`src/rtl/core/lru_key_value_cache_defines.svh`:
```
// assertion macros shared by the cache rtl
// depends on clk and arst_n being visible in the using module
`ifndef LRU_KEY_VALUE_CACHE_DEFINES_SVH
`define LRU_KEY_VALUE_CACHE_DEFINES_SVH

// same-cycle implication, disabled during reset
`define LKVC_ASSERT_NOW(lbl, ante, cons) \
	lbl: assert property (@(posedge clk) disable iff (!arst_n) (ante) |-> (cons)) \
		else $error("assertion failed");

// next-cycle implication, disabled during reset
`define LKVC_ASSERT_NEXT(lbl, ante, cons) \
	lbl: assert property (@(posedge clk) disable iff (!arst_n) (ante) |=> (cons)) \
		else $error("assertion failed");

`endif

```
`src/rtl/core/lkvc_pkg.sv`:
```
// shared types and constants of the lru key/value cache
// no dependencies
package lkvc_pkg;
	localparam int DEPTH_DEF = 16;
	localparam int KEY_W = 32;
	localparam int VAL_W = 32;
	localparam int CAP_W = 5;
	localparam logic [CAP_W-1:0] CAP_RESET = 5'd16;
	localparam logic REQ_LOOKUP = 1'b0;
	localparam logic REQ_WRITE = 1'b1;

	typedef struct packed {
		logic req_type;
		logic [KEY_W-1:0] key;
		logic [VAL_W-1:0] value;
	} req_t;

	typedef struct packed {
		logic hit;
		logic [VAL_W-1:0] read_value;
	} rsp_t;

	typedef struct packed {
		logic load;
		logic exec;
	} cmd_t;
endpackage

```
`src/rtl/core/lkvc_datapath.sv`:
```
// key store, value store, recency ranks and result register
// depends on lkvc_pkg
module lkvc_datapath #(
	parameter int DEPTH = lkvc_pkg::DEPTH_DEF
) (
	input  logic clk,
	input  logic arst_n,
	input  lkvc_pkg::cmd_t cmd,
	input  lkvc_pkg::req_t req,
	input  logic cfg_we,
	input  logic [lkvc_pkg::CAP_W-1:0] cfg_wdata,
	output lkvc_pkg::rsp_t rsp
);
	import lkvc_pkg::*;

	localparam int IDX_W = $clog2(DEPTH);
	localparam int OCC_W = $clog2(DEPTH + 1);
	localparam int CW = (OCC_W > CAP_W) ? OCC_W : CAP_W;

	logic [KEY_W-1:0] keys_q [DEPTH];
	logic [VAL_W-1:0] values_q [DEPTH];
	logic [IDX_W-1:0] age_q [DEPTH];
	logic [OCC_W-1:0] occ_q;
	logic [CAP_W-1:0] cap_q;
	req_t req_q;
	rsp_t rsp_q;

	logic [DEPTH-1:0] match, victim;
	logic hit, full, is_write;
	logic [IDX_W-1:0] hit_idx, vic_idx, sel_idx, pos;
	logic [OCC_W-1:0] target;
	logic [CW-1:0] eff_cap;

	always_comb begin
		if (cap_q == '0)
			eff_cap = CW'(1);
		else if (CW'(cap_q) > CW'(DEPTH))
			eff_cap = CW'(DEPTH);
		else
			eff_cap = CW'(cap_q);
	end

	always_comb begin
		is_write = (req_q.req_type == REQ_WRITE);
		full = (CW'(occ_q) >= eff_cap);
		target = full ? (occ_q - OCC_W'(1)) : occ_q;
		hit_idx = '0;
		vic_idx = '0;
		for (int s = 0; s < DEPTH; s++) begin
			match[s] = (OCC_W'(age_q[s]) < occ_q) && (keys_q[s] == req_q.key);
			victim[s] = (OCC_W'(age_q[s]) == target);
			if (match[s])
				hit_idx = hit_idx | IDX_W'(s);
			if (victim[s])
				vic_idx = vic_idx | IDX_W'(s);
		end
		hit = |match;
		sel_idx = hit ? hit_idx : vic_idx;
		pos = hit ? age_q[hit_idx] : target[IDX_W-1:0];
	end

	always_ff @(posedge clk or negedge arst_n) begin
		if (!arst_n) begin
			occ_q <= '0;
			cap_q <= CAP_RESET;
			for (int s = 0; s < DEPTH; s++)
				age_q[s] <= IDX_W'(s);
		end else begin
			if (cfg_we)
				cap_q <= cfg_wdata;
			if (cmd.exec && (hit || is_write)) begin
				for (int s = 0; s < DEPTH; s++) begin
					if (IDX_W'(s) == sel_idx)
						age_q[s] <= '0;
					else if (age_q[s] < pos)
						age_q[s] <= age_q[s] + IDX_W'(1);
				end
				if (!hit && !full)
					occ_q <= occ_q + OCC_W'(1);
			end
		end
	end

	always_ff @(posedge clk) begin
		if (cmd.load)
			req_q <= req;
		if (cmd.exec) begin
			if (is_write) begin
				values_q[sel_idx] <= req_q.value;
				if (!hit)
					keys_q[sel_idx] <= req_q.key;
			end
			rsp_q.hit <= hit;
			rsp_q.read_value <= (hit && !is_write) ? values_q[hit_idx] : '0;
		end
	end

	assign rsp = rsp_q;
endmodule

```
`src/rtl/core/lkvc_ctrl.sv`:
```
// request sequencer and output handshake of the cache
// depends on lkvc_pkg and the assertion macro header
module lkvc_ctrl (
	input  logic clk,
	input  logic arst_n,
	input  logic in_valid,
	output logic in_stall,
	output logic out_valid,
	input  logic out_stall,
	output lkvc_pkg::cmd_t cmd
);
	import lkvc_pkg::*;
	`include "lru_key_value_cache_defines.svh"

	localparam logic ST_IDLE = 1'b0;
	localparam logic ST_EXEC = 1'b1;

	logic state_q;
	logic out_valid_q;
	logic out_free;

	assign out_free = !out_valid_q || !out_stall;
	assign in_stall = (state_q == ST_EXEC);
	assign cmd.load = (state_q == ST_IDLE) && in_valid;
	assign cmd.exec = (state_q == ST_EXEC) && out_free;
	assign out_valid = out_valid_q;

	always_ff @(posedge clk or negedge arst_n) begin
		if (!arst_n) begin
			state_q <= ST_IDLE;
			out_valid_q <= 1'b0;
		end else begin
			unique case (state_q)
				ST_IDLE: begin
					if (in_valid)
						state_q <= ST_EXEC;
				end
				ST_EXEC: begin
					if (out_free)
						state_q <= ST_IDLE;
				end
				default: state_q <= ST_IDLE;
			endcase
			if (cmd.exec)
				out_valid_q <= 1'b1;
			else if (!out_stall)
				out_valid_q <= 1'b0;
		end
	end

	`LKVC_ASSERT_NEXT(a_load_to_exec, cmd.load, state_q == ST_EXEC)
	`LKVC_ASSERT_NEXT(a_exec_gives_out, cmd.exec, out_valid_q && state_q == ST_IDLE)
	`LKVC_ASSERT_NOW(a_no_exec_over_held, out_valid_q && out_stall, !cmd.exec)
endmodule

```
`src/rtl/core/lru_key_value_cache.sv`:
```
// fully associative key/value cache with lru replacement, top level
// result: registered in the compare-and-update step that follows the capture step
// one request at a time: in_stall holds a new one off until the compare-and-update step
// a stalled result holds the captured request until the output register frees up
// reset: occupancy zero, identity recency order, capacity 16, no result pending
// depends on lkvc_pkg, lkvc_ctrl, lkvc_datapath
module lru_key_value_cache #(
	parameter int DEPTH = lkvc_pkg::DEPTH_DEF
) (
	input  logic clk,
	input  logic arst_n,
	input  logic in_valid,
	output logic in_stall,
	input  lkvc_pkg::req_t in_data,
	output logic out_valid,
	input  logic out_stall,
	output lkvc_pkg::rsp_t out_data,
	input  logic cfg_we,
	input  logic [lkvc_pkg::CAP_W-1:0] cfg_wdata
);
	import lkvc_pkg::*;

	cmd_t cmd;

	lkvc_ctrl u_ctrl (
		.clk(clk),
		.arst_n(arst_n),
		.in_valid(in_valid),
		.in_stall(in_stall),
		.out_valid(out_valid),
		.out_stall(out_stall),
		.cmd(cmd)
	);

	lkvc_datapath #(.DEPTH(DEPTH)) u_dp (
		.clk(clk),
		.arst_n(arst_n),
		.cmd(cmd),
		.req(in_data),
		.cfg_we(cfg_we),
		.cfg_wdata(cfg_wdata),
		.rsp(out_data)
	);
endmodule

```
`config.mk`:
```
export PLATFORM = sky130hd
export DESIGN_NAME = lru_key_value_cache
export DESIGN_NICKNAME = d
export VERILOG_FILES = /design/src/rtl/core/lkvc_pkg.sv /design/src/rtl/core/lkvc_datapath.sv /design/src/rtl/core/lkvc_ctrl.sv /design/src/rtl/core/lru_key_value_cache.sv
export VERILOG_INCLUDE_DIRS = /design/src /design/src/rtl/core
export SDC_FILE = /design/constraint.sdc
export NUM_CORES = 2
export LEC_CHECK = 0
export BUFFER_PORTS_ARGS = -buffer_cell sky130_fd_sc_hd__buf_2
export CAP_MARGIN = 20
export CORE_ASPECT_RATIO = 1.2
export CORE_MARGIN = 2
export CORE_UTILIZATION = 40
export DETAILED_ROUTE_END_ITERATION = 10
export PLACE_DENSITY = 0.59
export SETUP_SLACK_MARGIN = 0.15
export SYNTH_ARGS = -nofsm -noshare
export SYNTH_HDL_FRONTEND = slang
export SYNTH_HIERARCHICAL = 1
export SYNTH_SLANG_ARGS = --single-unit
export TNS_END_PERCENT = 30
```
`constraint.sdc`:
```
create_clock -name clk -period 14.8 [get_ports clk]
set_input_delay 1.48 -clock clk [delete_from_list [all_inputs] [get_ports clk]]
set_output_delay 1.48 -clock clk [all_outputs]
set_load 0.02 [all_outputs]
```
==> impl_metrics.csv <==
group,metric,value,unit
status,outcome,"completed",
timing,layout_min_cycle_time,7630,ps
pwr,p_sw,0.00406,W
critical_path,crit_path_frequent_cell,"nor2_1",
finish,utilization,45.5,%
floorplan,rows,147,
worst_hold_path,holdPathStages,1,
finish,final_cell_mix,"edfxtp_1 (1122), xnor2_1 (358), xor2_1 (222)",
timing,finalHoldViolations,0,
critical_path,rr_endpoint,"u_dp/age_q[47]",
clock_network,cts.htree.levels,4,
critical_path,critPathLaunchType,"flip-flop",
pwr,seqPwrFrac,41.2,%
worst_hold_path,hold_class,"reg -> reg",
timing,finalCritPeriodShare,51.5,%
clock_network,cts_resized,0,
placement,place.gp.congestion,0.901,
timing,fmax,131,MHz
placement,port_buffers,109,
routing,dr_wl_met2,65.4,mm
routing,drt-met1-wl,60.0,mm
finish,multiInputGateArea,17400,um2
routing,met3_length,7.36,mm
finish,insertedDiodeCount,0,
routing,drt-pass1-iter-count,7,
critical_path,worst-path-max-fanout,98,
finish,register_area,35600,um2
grt,grt_pass1_vias,30800,
routing,top_layer,"met5",
finish,syn_to_final_growth,12.8,%
pwr,p_comb_share,31.2,%
run,max_cap_viol_count,0,
pwr,p_int,0.00748,W
pwr,powerDensity,189,nW/um2
critical_path,slowest_stage,"dfrtp_1",
pwr,swShare,35.2,%
synth,synth_fp_nets,3856,
synth,synth_edf_count,1122,
floorplan,core,134000,um2
synth,synth_seq_cells,1198,
clock_network,cts_hold_buf,0,
synth,synth_cell_types,97,
critical_path,cp-end-kind,"flip-flop",
synth,ys_seq_area_share,65.8,%
pwr,irDropWorstVdd,0.149,mV
floorplan,die_area,138000,um2
synth,ys_warn_count,6,
routing,drc,0,
clock_network,clkTransAtPathRegs,60,ps
pwr,pwr-share-clk,27.6,%
timing,finalClockSkew,42.2,ps
floorplan,io_pins,110,
critical_path,rrSetupSlack,7170,ps
grt,grt_use_total,19.7,%
critical_path,cp_top_family,"simple AND/OR/NAND/NOR gates",
routing,drtAntennaViolNets,0,
routing,post_drt_wl_per_cell,24.0,um
critical_path,worstSetupPathType,"reg -> reg",
synth,syn_avg_cell_area,14.8,um2
synth,syn_area,54100,um2
placement,dpl_cell_area,56800,um2
synth,synthFlopType,"edfxtp_1",
placement,hpwl,78.2,mm
critical_path,cp.arrival,8330,ps
placement,placed_cells,5463,
critical_path,worstReg2RegStart,"u_dp/occ_q[2]",
clock_network,insertion_delay,770,ps
floorplan,start_util,40.4,%
routing,num_vias,30900,
worst_hold_path,hold_path_end,"u_dp/cap_q[0]",
pwr,p_leak,20.4,nW
critical_path,crit_buf_inv,3,
timing,maxSlewHeadroom,25.0,%
timing,worst_slew_pin_slew,1110,ps
finish,fill_cells,11800,
clock_network,root_buffer,"clkbuf_16",
floorplan,die_h,407,um
timing,final_max_slew_viol_count,0,
critical_path,path_cells,"inv_1 > ha_1 > a31oi_1 > o2111ai_1 > or3_1 > o21a_1 > and4_1 > nand2_8 > buf_4 > nor2_1 > o311ai_0 > o21ai_0 > a21oi_2 > buf_4 > ha_1 > o21a_1 > nor2_1 > nor2_1 > or3b_2 > or3b_2 > nand3_1",
synth,async_reset_ff_share,6.34,%
finish,drive_gt1_share,16.6,%
worst_hold_path,min_from,"u_dp/cap_q[0]",
finish,final_common_cell,"edfxtp_1",
floorplan,die_x,340,um
routing,avgViaCountPerCell,5.43,
synth,netlist_instances,3662,
grt,grt-ovfl-total,0,
grt,grt_max_degree,126,
clock_network,postCtsSetupRepairBufs,0,
routing,drt_iter0_markers,2378,
critical_path,critPathMaxStageDelay,910,ps
timing,tns,0,ps
critical_path,worstRegToRegCells,21,
clock_network,cts-buffers-inserted,130,
grt,antenna_found_initial,3,
finish,fin_area,61000,um2
finish,final_cells,5696,
routing,routed_wl,137,mm
critical_path,critPathRequiredTime,15510,ps
finish,fin_nets,4002,
clock_network,cts.sinks,1198,
timing,setup_violations,0,
grt,grt_pass1_wl,202,mm
clock_network,cts_tree,"built",
timing,rsz0062_at_grt,"false",
clock_network,clockBufferDepth,3,
## registers in the layout (all words and copies together) (netlist names)
register / count
u_ctrl/out_valid: 1
u_dp/req_q: 64
u_dp/occ_q: 5
u_dp/age_q: 64
u_dp/keys_q: 512
u_dp/is_write: 1
u_dp/values_q: 512
u_ctrl/in_stall: 1
u_dp/rsp: 33
u_dp/cap_q: 5
## synthesized netlist by cell type (13+ instances only)
cell type	number	area (um2)
o21ai_0	79	395
nor4_1	65	407
edfxtp_1	1122	33700
xnor3_1	13	293
o211ai_1	76	571
a211o_1	20	175
and3b_1	32	280
xnor2_1	358	3140
a21oi_1	73	365
nand3_1	73	365
mux2_2	140	1580
buf_6	17	191
dfrtp_1	43	1080
buf_4	41	308
buf_2	45	225
nand4_1	100	626
dfstp_2	33	867
nor2_1	179	672
o21a_1	20	150
nor3_1	24	120
ha_1	119	1490
clkbuf_1	80	300
o22ai_1	14	87.6
a21o_1	20	150
mux2i_1	140	1400
nand2b_1	19	119
a211oi_1	76	571
inv_1	52	195
xor2_1	222	1940
nand2_1	153	574
## per-layer routing
layer / GRT usage, % / vias up
met5: 0 / -
met4: 6.37 / 2
met3: 3.15 / 229
met2: 32.3 / 932
met1: 26.7 / 15600
li1: - / 14100
## worst max-delay path by stage
stage,start,endpoint,slack (ps),cells after the start
after floorplan,out_stall,u_dp/keys_q[9][0],7470,6
after global placement,u_dp/occ_q[2],u_dp/age_q[47],7110,21
after detailed placement,u_dp/occ_q[1],u_dp/age_q[47],7020,21
after CTS,u_dp/occ_q[1],u_dp/age_q[47],7050,21
after global routing,u_dp/occ_q[1],u_dp/age_q[47],6650,21
final,u_dp/occ_q[2],u_dp/age_q[47],7170,21
## cell type report
type | count | share of cell area [%]
Clock buffer | 168 | 5.68
Clock inverter | 64 | 1.16
Inverter | 54 | 0.332
Multi-Input combinational cell | 2213 | 28.6
Sequential cell | 1198 | 58.4
Tap cell | 1788 | 3.67
Timing Repair Buffer | 211 | 2.21
## worst reg2reg max path: cells and delay by family (launching register included)
family | cells | cell delay [ps]
buf+inv | 3 | 1830
compound gates | 7 | 1520
fa+ha+maj | 2 | 700
flops | 1 | 910
simple gates | 9 | 2640
## cells by family (layout without fill, tap and decap cells)
| family | Yosys count | after routing | synth area share, % |
|---|---|---|---|
| AO/OA/AOI/OAI | 496 | 496 | 6.48 |
| XOR/XNOR | 595 | 595 | 10.0 |
| adder cells (fa/ha/maj) | 119 | 119 | 2.75 |
| buffers and inverters | 251 | 497 | 2.39 |
| flip-flops | 1198 | 1198 | 65.8 |
| multiplexers | 280 | 280 | 5.50 |
| AND/OR/NAND/NOR | 723 | 723 | 7.02 |
## stage by stage
step                hold WS [ps]  power [W]  worst slack [ps]
finish                       525     0.0115              7170
global route                 545     0.0121              6650
detailed placement           508    0.00838              7020
global placement             509    0.00831              7110
floorplan                    481    0.00719              7470
CTS                          527     0.0116              7050
## power groups by stage
stage	clock network [W]	registers [W]	logic, W
3_5_place_dp	0	0.00481	0.00357
2_1_floorplan	0	0.00465	0.00254
4_1_cts	0.00325	0.00474	0.00359
3_3_place_gp	0	0.00480	0.00352
6_report	0.00318	0.00475	0.00360
5_1_grt	0.00338	0.00480	0.00396
No activity file was read; power rests on OpenSTA's default activity.
